File: config.mk
export PLATFORM = sky130hd
export DESIGN_NAME = rc_channel_frame_decoder
export DESIGN_NICKNAME = d
export VERILOG_FILES = /design/src/hw/rtl/rcfd_pkg.sv /design/src/hw/rtl/rcfd_ram.sv /design/src/hw/rtl/rcfd_ctrl.sv /design/src/hw/rtl/rcfd_datapath.sv /design/src/hw/rtl/rc_channel_frame_decoder.sv
export SDC_FILE = /design/constraint.sdc
export NUM_CORES = 2
export LEC_CHECK = 0
export ABC_CLOCK_PERIOD_IN_PS = 17800
export BUFFER_PORTS_ARGS = -buffer_cell sky130_fd_sc_hd__clkbuf_2
export CORE_MARGIN = 8
export CORE_UTILIZATION = 35
export CTS_CLUSTER_DIAMETER = 80
export DETAILED_ROUTE_END_ITERATION = 16
export PLACE_DENSITY_LB_ADDON = 0.05
export RECOVER_POWER = 100
export SETUP_SLACK_MARGIN = 0.15
export SYNTH_ARGS = -nofsm -noshare
export SYNTH_HDL_FRONTEND = slang
export SYNTH_SLANG_ARGS = --single-unit
File: constraint.sdc
create_clock -name clk -period 17.8 [get_ports clk]
set_input_delay 0 -clock clk [delete_from_list [all_inputs] [get_ports clk]]
set_output_delay 0 -clock clk [all_outputs]
set_load 0.02 [all_outputs]
File: src/hw/rtl/rcfd_pkg.sv
// Shared types, constants and the CRC step function of the RC channel frame decoder.
package rcfd_pkg;

  localparam int NUM_CHANNELS_DEF    = 16;
  localparam int MAX_FRAME_BYTES_DEF = 48;

  localparam logic [7:0] SYNC_BYTE        = 8'h3E;
  localparam logic [7:0] REQ_REPLY        = 8'h01;
  localparam logic [7:0] REQ_NOREPLY      = 8'h03;
  localparam logic [7:0] DATA_ID_CHANNELS = 8'h31;

  localparam logic [1:0] OP_BYTE = 2'd0;
  localparam logic [1:0] OP_TICK = 2'd1;
  localparam logic [1:0] OP_READ = 2'd2;

  localparam logic [7:0] REG_GAP_TIMEOUT      = 8'd0;
  localparam logic [7:0] REG_FAILSAFE_TIMEOUT = 8'd1;
  localparam logic [7:0] REG_BAUD_LIMIT       = 8'd2;
  localparam logic [7:0] REG_TIMEOUT_MARKER   = 8'd3;

  localparam logic [1:0] FRAME_NONE = 2'd0;
  localparam logic [1:0] FRAME_GOOD = 2'd1;
  localparam logic [1:0] FRAME_BAD  = 2'd2;

  localparam logic [7:0]  GAP_TIMEOUT_RST      = 8'd4;
  localparam logic [7:0]  FAILSAFE_TIMEOUT_RST = 8'd64;
  localparam logic [7:0]  BAUD_LIMIT_RST       = 8'd64;
  localparam logic [15:0] TIMEOUT_MARKER_RST   = 16'd65534;

  // Quality in unsigned Q7.8 percent; a good frame pulls toward 100.
  localparam logic [18:0] QUALITY_GOOD_TERM = 19'd25600;
  localparam logic [18:0] QUALITY_ROUND     = 19'd10;
  // ceil(2^20 / 5): exact quotient for operands below 2^18.
  localparam logic [17:0] RECIP_FIVE        = 18'd209716;

  localparam int OUT_TDATA_W = 32;

  typedef struct packed {
    logic latch_in;
    logic exec;
    logic q_mul;
    logic q_fin;
    logic rd_lo;
    logic rd_hi;
    logic wr_ch;
    logic load_out;
  } rcfd_cmd_t;

  typedef struct packed {
    logic complete;
    logic good;
    logic walk_end;
  } rcfd_st_t;

  // One byte of the reflected CRC-16, polynomial 0x8408.
  function automatic logic [15:0] crc_step(input logic [15:0] crc, input logic [7:0] b);
    logic [7:0] d;
    d = b ^ crc[7:0];
    d = d ^ {d[3:0], 4'b0000};
    return {d, crc[15:8]} ^ {12'b0, d[7:4]} ^ {5'b0, d, 3'b000};
  endfunction

endpackage

File: src/hw/rtl/rcfd_ram.sv
// Generic single-write, single-read RAM with registered read data.
module rcfd_ram #(
  parameter int WIDTH = 8,
  parameter int DEPTH = 48,
  localparam int AW = (DEPTH > 1) ? $clog2(DEPTH) : 1
) (
  input  logic             clk,
  input  logic             wr_en,
  input  logic [AW-1:0]    wr_addr,
  input  logic [WIDTH-1:0] wr_data,
  input  logic [AW-1:0]    rd_addr,
  output logic [WIDTH-1:0] rd_data
);

  logic [WIDTH-1:0] mem_r [DEPTH];

  always_ff @(posedge clk) begin
    if (wr_en) begin
      mem_r[wr_addr] <= wr_data;
    end
    rd_data <= mem_r[rd_addr];
  end

endmodule

File: src/hw/rtl/rcfd_ctrl.sv
// Controller state machine that sequences each item through the datapath.
module rcfd_ctrl
  import rcfd_pkg::*;
(
  input  logic      clk,
  input  logic      rst_n,
  input  logic      in_tvalid,
  output logic      in_tready,
  output logic      out_tvalid,
  input  logic      out_tready,
  input  rcfd_st_t  st,
  output rcfd_cmd_t cmd
);

  localparam logic [2:0] S_IDLE = 3'd0;
  localparam logic [2:0] S_EXEC = 3'd1;
  localparam logic [2:0] S_POST = 3'd2;
  localparam logic [2:0] S_QMUL = 3'd3;
  localparam logic [2:0] S_QFIN = 3'd4;
  localparam logic [2:0] S_WLO  = 3'd5;
  localparam logic [2:0] S_WHI  = 3'd6;
  localparam logic [2:0] S_DONE = 3'd7;

  logic [2:0] state_r, state_nxt;
  logic       out_valid_r, out_valid_nxt;
  logic       wwr_r, wwr_nxt;

  assign in_tready  = (state_r == S_IDLE);
  assign out_tvalid = out_valid_r;

  always_comb begin
    state_nxt     = state_r;
    wwr_nxt       = 1'b0;
    cmd           = '0;
    out_valid_nxt = out_valid_r && !out_tready;
    unique case (state_r)
      S_IDLE: begin
        if (in_tvalid) begin
          cmd.latch_in = 1'b1;
          state_nxt    = S_EXEC;
        end
      end
      S_EXEC: begin
        cmd.exec  = 1'b1;
        state_nxt = S_POST;
      end
      S_POST: begin
        state_nxt = st.complete ? S_QMUL : S_DONE;
      end
      S_QMUL: begin
        cmd.q_mul = 1'b1;
        state_nxt = S_QFIN;
      end
      S_QFIN: begin
        cmd.q_fin = 1'b1;
        state_nxt = st.good ? S_WLO : S_DONE;
      end
      S_WLO: begin
        // The previous word is written here before the next low-byte read.
        cmd.wr_ch = wwr_r;
        if (!wwr_r && st.walk_end) begin
          state_nxt = S_DONE;
        end else if (!wwr_r) begin
          cmd.rd_lo = 1'b1;
          state_nxt = S_WHI;
        end else begin
          state_nxt = S_WLO;
        end
      end
      S_WHI: begin
        cmd.rd_hi = 1'b1;
        wwr_nxt   = 1'b1;
        state_nxt = S_WLO;
      end
      S_DONE: begin
        if (!out_valid_r || out_tready) begin
          cmd.load_out  = 1'b1;
          out_valid_nxt = 1'b1;
          state_nxt     = S_IDLE;
        end
      end
      default: state_nxt = S_IDLE;
    endcase
  end

  always_ff @(posedge clk) begin
    if (!rst_n) begin
      state_r     <= S_IDLE;
      out_valid_r <= 1'b0;
      wwr_r       <= 1'b0;
    end else begin
      state_r     <= state_nxt;
      out_valid_r <= out_valid_nxt;
      wwr_r       <= wwr_nxt;
    end
  end

  a_accept_exec: assert property (@(posedge clk) disable iff (!rst_n)
    (in_tvalid && in_tready) |=> (state_r == S_EXEC))
    else $error("accepted item did not move to execution");

  a_walk_good: assert property (@(posedge clk) disable iff (!rst_n)
    (state_r == S_WLO || state_r == S_WHI) |-> st.good)
    else $error("channel unpack running on a bad frame");

  a_load_free: assert property (@(posedge clk) disable iff (!rst_n)
    cmd.load_out |-> (!out_valid_r || out_tready))
    else $error("result loaded over an untaken result");

  a_stall_hold: assert property (@(posedge clk) disable iff (!rst_n)
    (state_r == S_DONE && out_valid_r && !out_tready) |=> (state_r == S_DONE))
    else $error("finished item left while output stalled");

endmodule

File: src/hw/rtl/rcfd_datapath.sv
// Datapath: framing, CRC, timers, channel store, quality filter and result register.
module rcfd_datapath
  import rcfd_pkg::*;
#(
  parameter int NUM_CHANNELS    = NUM_CHANNELS_DEF,
  parameter int MAX_FRAME_BYTES = MAX_FRAME_BYTES_DEF
) (
  input  logic                   clk,
  input  logic                   rst_n,
  input  rcfd_cmd_t              cmd,
  output rcfd_st_t               st,
  input  logic [15:0]            in_tdata,
  input  logic [1:0]             in_tuser,
  input  logic                   cfg_wr,
  input  logic [7:0]             cfg_index,
  input  logic [15:0]            cfg_data,
  output logic [OUT_TDATA_W-1:0] out_tdata
);

  localparam int AW  = (MAX_FRAME_BYTES > 1) ? $clog2(MAX_FRAME_BYTES) : 1;
  localparam int BCW = $clog2(MAX_FRAME_BYTES + 1);
  localparam int NCW = $clog2(NUM_CHANNELS + 1);
  localparam int CIW = (NUM_CHANNELS > 1) ? $clog2(NUM_CHANNELS) : 1;
  localparam logic [BCW-1:0] MAX_CNT = BCW'(MAX_FRAME_BYTES);
  localparam logic [7:0]     MAX_LEN = 8'(MAX_FRAME_BYTES);
  localparam logic [7:0]     NUM_CH8 = 8'(NUM_CHANNELS);

  logic [1:0]  op_r;
  logic [7:0]  byte_r, idx_r;
  logic [7:0]  gap_to_r, fs_to_r, lim_r;
  logic [15:0] marker_r;

  logic [BCW-1:0] cnt_r;
  logic [7:0]     exp_r;
  logic [15:0]    crc_r;
  logic           in_frame_r, req_ok_r, id_ok_r;
  logic [NCW-1:0] nch_r, wch_r;
  logic [7:0]     gap_r, fst_r, fsc_r;
  logic           baud_r;
  logic [14:0]    q_r;
  logic           complete_r, good_r;
  logic [7:0]     lo_r;
  logic [34:0]    prod_r;
  logic [15:0]    chan_r [NUM_CHANNELS];

  logic [15:0] val_r;
  logic        inv_r, fsev_r, bchg_r;
  logic [1:0]  fres_r;
  logic [OUT_TDATA_W-1:0] out_r;

  // Frame store
  logic          ram_we;
  logic [AW-1:0] ram_waddr, ram_raddr;
  logic [7:0]    ram_rdata;

  // Byte path
  logic [BCW-1:0] cnt_inc;
  logic [7:0]     cnt_inc8, exp_new;
  logic [15:0]    crc_new;
  logic           req_new, id_new;
  logic [NCW-1:0] nch_new;

  // Tick path
  logic [7:0] gap_inc, fst_inc, fsc_inc;
  logic       gap_fire, fs_fire, baud_fire;

  // Walk
  logic [7:0] pos;
  logic [7:0] pos_hi;
  logic [7:0] hi_byte;
  logic [15:0] word;

  logic [18:0] q_sum;
  logic [15:0] q_round;

  assign cnt_inc  = cnt_r + BCW'(1);
  assign cnt_inc8 = 8'(cnt_inc);
  assign exp_new  = (cnt_inc8 == 8'd3) ? byte_r : exp_r;
  assign crc_new  = crc_step(in_frame_r ? crc_r : 16'h0000, byte_r);
  assign req_new  = (cnt_r == BCW'(1)) ? (byte_r == REQ_REPLY || byte_r == REQ_NOREPLY)
                                       : req_ok_r;
  assign id_new   = (cnt_r == BCW'(4)) ? (byte_r == DATA_ID_CHANNELS) : id_ok_r;
  always_comb begin
    if (cnt_r == BCW'(5)) begin
      nch_new = ({1'b0, byte_r[7:1]} > NUM_CH8) ? NCW'(NUM_CHANNELS) : NCW'(byte_r[7:1]);
    end else begin
      nch_new = nch_r;
    end
  end

  assign gap_inc   = (gap_r == 8'hFF) ? 8'hFF : gap_r + 8'd1;
  assign fst_inc   = (fst_r == 8'hFF) ? 8'hFF : fst_r + 8'd1;
  assign fsc_inc   = (fsc_r == 8'hFF) ? 8'hFF : fsc_r + 8'd1;
  assign gap_fire  = gap_inc > gap_to_r;
  assign fs_fire   = fst_inc > fs_to_r;
  assign baud_fire = fsc_inc >= lim_r;

  assign pos     = 8'd6 + 8'({wch_r, 1'b0});
  assign pos_hi  = pos + 8'd1;
  assign hi_byte = (pos_hi < exp_r) ? ram_rdata : 8'h00;
  assign word    = {hi_byte, lo_r} >> 3;

  assign ram_we    = cmd.exec && (op_r == OP_BYTE) &&
                     ((!in_frame_r && byte_r == SYNC_BYTE) || (in_frame_r && cnt_r < MAX_CNT));
  assign ram_waddr = in_frame_r ? cnt_r[AW-1:0] : '0;
  assign ram_raddr = cmd.rd_hi ? pos_hi[AW-1:0] : pos[AW-1:0];

  rcfd_ram #(.WIDTH(8), .DEPTH(MAX_FRAME_BYTES)) u_frame_ram (
    .clk     (clk),
    .wr_en   (ram_we),
    .wr_addr (ram_waddr),
    .wr_data (byte_r),
    .rd_addr (ram_raddr),
    .rd_data (ram_rdata)
  );

  assign q_sum   = {q_r, 4'b0000} + {3'b000, q_r, 1'b0} + {4'b0000, q_r} +
                   (good_r ? QUALITY_GOOD_TERM : 19'd0) + QUALITY_ROUND;
  assign q_round = {1'b0, q_r} + 16'd128;

  assign st.complete = complete_r;
  assign st.good     = good_r;
  assign st.walk_end = (wch_r >= nch_r) || (pos >= exp_r);

  assign out_tdata = out_r;

  always_ff @(posedge clk) begin
    if (!rst_n) begin
      gap_to_r   <= GAP_TIMEOUT_RST;
      fs_to_r    <= FAILSAFE_TIMEOUT_RST;
      lim_r      <= BAUD_LIMIT_RST;
      marker_r   <= TIMEOUT_MARKER_RST;
      cnt_r      <= '0;
      exp_r      <= MAX_LEN;
      crc_r      <= '0;
      in_frame_r <= 1'b0;
      req_ok_r   <= 1'b0;
      id_ok_r    <= 1'b1;
      nch_r      <= '0;
      wch_r      <= '0;
      gap_r      <= '0;
      fst_r      <= '0;
      fsc_r      <= '0;
      baud_r     <= 1'b0;
      q_r        <= '0;
      complete_r <= 1'b0;
      good_r     <= 1'b0;
      for (int i = 0; i < NUM_CHANNELS; i++) begin
        chan_r[i] <= TIMEOUT_MARKER_RST;
      end
    end else begin
      if (cfg_wr) begin
        case (cfg_index)
          REG_GAP_TIMEOUT:      gap_to_r <= cfg_data[7:0];
          REG_FAILSAFE_TIMEOUT: fs_to_r  <= cfg_data[7:0];
          REG_BAUD_LIMIT:       lim_r    <= cfg_data[7:0];
          REG_TIMEOUT_MARKER:   marker_r <= cfg_data;
          default: ;
        endcase
      end

      if (cmd.exec) begin
        complete_r <= 1'b0;
        wch_r      <= '0;
        case (op_r)
          OP_BYTE: begin
            gap_r <= '0;
            if (!in_frame_r) begin
              if (byte_r == SYNC_BYTE) begin
                in_frame_r <= 1'b1;
                exp_r      <= MAX_LEN;
                crc_r      <= crc_new;
                cnt_r      <= BCW'(1);
                req_ok_r   <= 1'b0;
                id_ok_r    <= 1'b1;
                nch_r      <= '0;
              end
            end else if (cnt_r < MAX_CNT) begin
              crc_r    <= crc_new;
              cnt_r    <= cnt_inc;
              exp_r    <= exp_new;
              req_ok_r <= req_new;
              id_ok_r  <= id_new;
              nch_r    <= nch_new;
              if (cnt_inc8 == exp_new) begin
                // Sync is always the first stored byte, so it needs no check.
                complete_r <= 1'b1;
                good_r     <= (crc_new == 16'h0000) && req_new && id_new;
                in_frame_r <= 1'b0;
                if ((crc_new == 16'h0000) && req_new && id_new) begin
                  fst_r <= '0;
                  fsc_r <= '0;
                end
              end
            end else begin
              in_frame_r <= 1'b0;
            end
          end
          OP_TICK: begin
            if (gap_fire) begin
              in_frame_r <= 1'b0;
              cnt_r      <= '0;
              gap_r      <= '0;
              exp_r      <= MAX_LEN;
            end else begin
              gap_r <= gap_inc;
            end
            if (fs_fire) begin
              for (int i = 0; i < NUM_CHANNELS; i++) begin
                chan_r[i] <= marker_r;
              end
              fst_r <= '0;
              q_r   <= '0;
              if (baud_fire) begin
                baud_r <= !baud_r;
                fsc_r  <= '0;
              end else begin
                fsc_r <= fsc_inc;
              end
            end else begin
              fst_r <= fst_inc;
            end
          end
          default: ;
        endcase
      end

      if (cmd.q_fin) begin
        q_r <= prod_r[34:20];
      end
      if (cmd.wr_ch) begin
        chan_r[wch_r[CIW-1:0]] <= word;
        wch_r <= wch_r + NCW'(1);
      end
    end
  end

  // Payload registers
  always_ff @(posedge clk) begin
    if (cmd.latch_in) begin
      op_r   <= in_tuser;
      byte_r <= in_tdata[7:0];
      idx_r  <= in_tdata[15:8];
    end
    if (cmd.exec) begin
      val_r  <= '0;
      inv_r  <= 1'b0;
      fres_r <= FRAME_NONE;
      fsev_r <= (op_r == OP_TICK) && fs_fire;
      bchg_r <= (op_r == OP_TICK) && fs_fire && baud_fire;
      if (op_r == OP_READ) begin
        if (idx_r >= NUM_CH8) begin
          inv_r <= 1'b1;
        end else begin
          val_r <= chan_r[idx_r[CIW-1:0]];
        end
      end
      if (op_r == OP_BYTE && in_frame_r && cnt_r < MAX_CNT && cnt_inc8 == exp_new) begin
        fres_r <= ((crc_new == 16'h0000) && req_new && id_new) ? FRAME_GOOD : FRAME_BAD;
      end
    end
    if (cmd.q_mul) begin
      // Divide by 20 as a shift by two and a multiply by the reciprocal of five.
      prod_r <= 35'(q_sum[18:2]) * 35'(RECIP_FIVE);
    end
    if (cmd.rd_hi) begin
      lo_r <= ram_rdata;
    end
    if (cmd.load_out) begin
      out_r <= {3'b000, bchg_r, baud_r, fsev_r, q_round[14:8], fres_r, inv_r, val_r};
    end
  end

endmodule

File: src/hw/rtl/rc_channel_frame_decoder.sv
// Top level of the RC channel frame decoder: controller, datapath and port glue.
//
// Usage: items arrive on the in_ stream. in_tuser carries the operation (received
// byte, supervisor tick or channel read), in_tdata the byte and the channel index.
// Each accepted item yields exactly one result item on the out_ stream, carrying
// the read channel value, an invalid-index flag, the frame verdict, the link
// quality in percent, the failsafe and baud-toggle flags and the current baud.
// Configuration registers are written through the cfg_ port, which is always
// ready; write it only while no item is in flight.
// Sequencing: a tick, a read or a byte that does not end a frame passes the execute
// and post states before its result is loaded. A byte that ends a frame adds the
// quality filter multiply and finish states, and a good frame then walks the frame
// RAM channel word by channel word. The single read port of the frame RAM reads the
// low and then the high byte of each word, and the word is written after them.
// One item is processed at a time; the next item is accepted once the previous
// one has been placed in the output register, even while that result waits.
// Reset: synchronous, active low; the channels read as the default timeout
// marker, the timers and quality clear and the link starts at the low baud rate.
// When the receiver stalls, the finished item holds in the output register and
// the following item waits just before its own result is loaded.
module rc_channel_frame_decoder
  import rcfd_pkg::*;
#(
  parameter int NUM_CHANNELS    = NUM_CHANNELS_DEF,
  parameter int MAX_FRAME_BYTES = MAX_FRAME_BYTES_DEF
) (
  input  logic                   clk,
  input  logic                   rst_n,
  input  logic                   in_tvalid,
  output logic                   in_tready,
  // [7:0] byte_value, [15:8] channel_index
  input  logic [15:0]            in_tdata,
  // [1:0] op
  input  logic [1:0]             in_tuser,
  output logic                   out_tvalid,
  input  logic                   out_tready,
  // [15:0] channel_value, [16] channel_invalid, [18:17] frame_result,
  // [25:19] link_quality, [26] failsafe_event, [27] high_baud,
  // [28] baud_changed, [31:29] zero
  output logic [OUT_TDATA_W-1:0] out_tdata,
  input  logic                   cfg_valid,
  output logic                   cfg_ready,
  input  logic [7:0]             cfg_index,
  input  logic [15:0]            cfg_data
);

  rcfd_cmd_t cmd;
  rcfd_st_t  st;

  // Registers are plain flip-flops, so a write is always taken at once.
  assign cfg_ready = 1'b1;

  rcfd_ctrl u_ctrl (
    .clk        (clk),
    .rst_n      (rst_n),
    .in_tvalid  (in_tvalid),
    .in_tready  (in_tready),
    .out_tvalid (out_tvalid),
    .out_tready (out_tready),
    .st         (st),
    .cmd        (cmd)
  );

  rcfd_datapath #(
    .NUM_CHANNELS    (NUM_CHANNELS),
    .MAX_FRAME_BYTES (MAX_FRAME_BYTES)
  ) u_datapath (
    .clk       (clk),
    .rst_n     (rst_n),
    .cmd       (cmd),
    .st        (st),
    .in_tdata  (in_tdata),
    .in_tuser  (in_tuser),
    .cfg_wr    (cfg_valid && cfg_ready),
    .cfg_index (cfg_index),
    .cfg_data  (cfg_data),
    .out_tdata (out_tdata)
  );

endmodule

==> metrics.md <==
| Metric | Value |
|---|---|
| Area contributors post-synth | edfxtp_1 (48%), mux4_2 (11%), dfxtp_1 (8.7%), ha_1 (6.3%), fa_1 (4.7%) |
| CTS tree | done |
| Crit end category | register |
| Final Max Tran Viols | 715 |
| Largest net degree at the start of global routing | 64 |
| RSZ-0062 raised after global routing | no |
| EDFF count, synth | 680 |
| Placement Rows | 128 |
| Worst-path fanout max | 5 |
| Vias in the first global route | 27396 |
| # fillers | 11529 |
| Fin. Hold Viols | 0 |
| CTS Root Cell | clkbuf_16 |
| Status | finished with violations |
| Top_reg_cell synth | edfxtp_1 |
| Worst-Skew Late Latency | 680 ps |
| Drt pass-1 iters | 5 |
| Core area | 122000 um2 |
| Worst hold path type | primary input to register |
| Sequential area share after synthesis | 56.5% |
| Setup Buffers After CTS | 0 |
| Post-Layout Cell Count | 5096 |
| CP max stage cell | o21ai_0 |
| CP peak stage delay | 660 ps |
| Switching power | 2.57 mW |
| Final setup viols | 0 |
| Cts bufs inserted | 98 |
| Antenna Nets Post-Route | 0 |
| Most frequent cell after synthesis | edfxtp_1 |
| Port Buffers | 77 |
| DP Wirelength | 82100 um |
| Total power per unit cell area | 150 nW/um2 |
| Synthesis-to-layout area growth | 13.5% |
| Number of synthesized register bits | 866 |
| Post-synth cell types | 83 |
| Max VDD drop | 0.000198 V |
| Share of layout cells above drive strength 1 | 12.7% |
| Cell taking the most area after synthesis | edfxtp_1 |
| Clock share of power | 27.4% |
| Crit path DAT | 9980 ps |
| Fmax | 104 MHz |
| Leak | 17.6 nW |
| Die ar. | 134000 um2 |
| Pint | 4.70 mW |
| Gr usage total | 17.7% |
| Initial Utilization | 35.2% |
| WS Path Type | register to register |
| Global-route wire length before repair | 178000 um |
| Sum of negative setup slack | 0 ps |
| Routability Congestion | 0.803 |
| H-tree depth | 3 |
| Critical Path RT | 18190 ps |
| Max-slew headroom | -166% |
| YS warnings | 0 |
| Placed cell area | 44900 um2 |
| Die Span X | 365 um |
| Final instance area | 48500 um2 |
| Via density | 5.17 |
| Max cap viols | 20 |
| Final nets | 3751 |
| Vias | 26350 |
| CP most frequent cell | ha_1 |
| Iter 0 DRT Violations | 1835 |
| DRT Wirelength | 118000 um |
| Avg WL per Cell | 23.2 um |
| Mean Syn Cell Area | 13.1 um2 |
| Total grt overflow | 0 |
| Syn Inst Count | 3264 |
| Final worst-path cycle share | 53.8% |
| Initial antenna violation count | 2 |
| Skew final | 35.6 ps |
| Die H | 365 um |
| Final core occ | 39.9% |
| Residual DRC | 0 |
| Fin crit period | 9580 ps |
| Clk pin slew, worst setup/hold paths | 60 ps |
| Mapped Area | 42700 um2 |
| Min Hold Slack | 54.7 ps |
| Synth top area share | 47.8% |
| Seq pwr share | 32.7% |
| Post-CTS resize count | 0 |
| Inst Count DP | 4855 |
| # clock sinks | 866 |
| Worst-margin pin slew | 3980 ps |
| Failing checks | capacitance limit, slew limit |
| Crit start category | register |
| Switching Share | 35.3% |
| Asr flop ratio synth | 0% |
| IO Count | 82 |
| Most instantiated cells after synthesis | edfxtp_1 (680), a21oi_1 (325), nor2_1 (322) |
| Combinational Power Share | 39.9% |
| CTS Buffer Depth | 3 |
==> sequential cells by signal, summed over array words and instances, names as in the netlist, 15 cells and up <==
signal                        cells
u_datapath.prod_r                15
u_datapath.q_r                   15
u_datapath.marker_r              16
u_datapath.val_r                 16
u_datapath.crc_r                 16
u_datapath.out_tdata             29
u_datapath.chan_r               256
u_datapath.u_frame_ram.mem_r    384
==> per-stage QoR <==
stage                     power (mW)  setup WS [ps]
after floorplan                 4.47           9700
after global placement          5.34           8780
after detailed placement        5.37           8680
after CTS                       7.41           8670
after global routing            7.86           7180
final                           7.27           8220
==> worst max-delay path: cells and delay by family, from the launching register on <==
kind	cells	cell delay, ps
XOR/XNOR	2	540
buffers and inverters	4	200
AND/OR/NAND/NOR	2	390
flip-flops	1	400
adder cells (fa/ha/maj)	11	4180
AO/OA/AOI/OAI	15	3630
==> area by class of cell <==
class / count / area [um2] / area share, %
Timing Repair Buffer: 185 / 1200 / 2.47
Multi-Input combinational cell: 1987 / 17000 / 35.1
Clock buffer: 145 / 2810 / 5.80
Tap cell: 1625 / 2030 / 4.19
Clock inverter: 36 / 369 / 0.761
Sequential cell: 866 / 24100 / 49.8
Antenna cell: 2 / 5.00 / 0.0103
Inverter: 250 / 940 / 1.94
==> worst paths after layout <==
kind                            depth (start not counted)                      end                 from  slack [ps]
worst max register to register                         34    u_datapath.prod_r[34]    u_datapath.q_r[2]        8220
worst min register to register                          0  u_datapath.out_tdata[5]  u_datapath.val_r[5]         420
worst max-delay path                                   34    u_datapath.prod_r[34]    u_datapath.q_r[2]        8220
worst min-delay path                                    2     u_datapath.byte_r[3]          in_tdata[3]          50
==> power by group through the flow <==
stage / sequential, mW / clock (mW) / combinational, mW
finish: 2.38 / 1.99 / 2.90
global route: 2.38 / 2.12 / 3.35
CTS: 2.37 / 2.05 / 2.99
detailed placement: 2.41 / 0 / 2.95
global placement: 2.41 / 0 / 2.93
floorplan: 2.41 / 0 / 2.06
==> layout by cell type, fill, tap and decap left out, types with 7 or more instances in the layout <==
master and n:
edfxtp_1 680, fa_1 101, a22o_1 16, inv_1 247, nand2_1 282, ha_1 215, a31oi_1 23, nand4_1 10
a211oi_1 13, buf_4 23, mux2i_1 19, nand2b_1 16, o211ai_1 7, nor2b_1 28, a21o_1 28, o21a_1 10
clkbuf_2 43, clkbuf_8 12, a21oi_1 327, nand3_1 75, nor4_1 8, clkbuf_16 101, dlygate4sd3_1 58, and3_1 21
clkinv_2 13, o21ai_0 47, nor3_1 20, mux4_2 200, xnor2_1 57, clkbuf_1 93, clkinv_1 12, xor2_1 31
and2_1 17, dfxtp_1 185, nor2_1 322
==> kinds of logic (layout without fill, tap and decap cells) <==
family          after synthesis  count (layout)  synth area share, %
mux                         222             222                 11.1
fa+ha+maj                   316             316                 11.0
xor+xnor                     93              93                 1.98
flops                       866             866                 56.5
simple gates                849             849                 8.89
other cells                   2               6               0.0176
compound gates              503             503                 6.75
buf+inv                     413             616                 3.80
==> timing repair <==
action                     in CTS  in global routing
setup endpoints to repair       0                  0
hold buffers                   58                  0
hold endpoints to repair       69                  0
==> layer usage <==
layer | share of wire [%] | global-route usage [%] | vias to the layer above | routed length, um
met5 | 0 | 0 | - | 0
met4 | 2.8 | 4.93 | 0 | 3310
met3 | 4.2 | 2.28 | 169 | 5020
met2 | 47 | 29.2 | 599 | 55900
met1 | 46 | 24.5 | 13437 | 53900
li1 | - | - | 12145 | -
No activity file was read; power rests on OpenSTA's default activity.
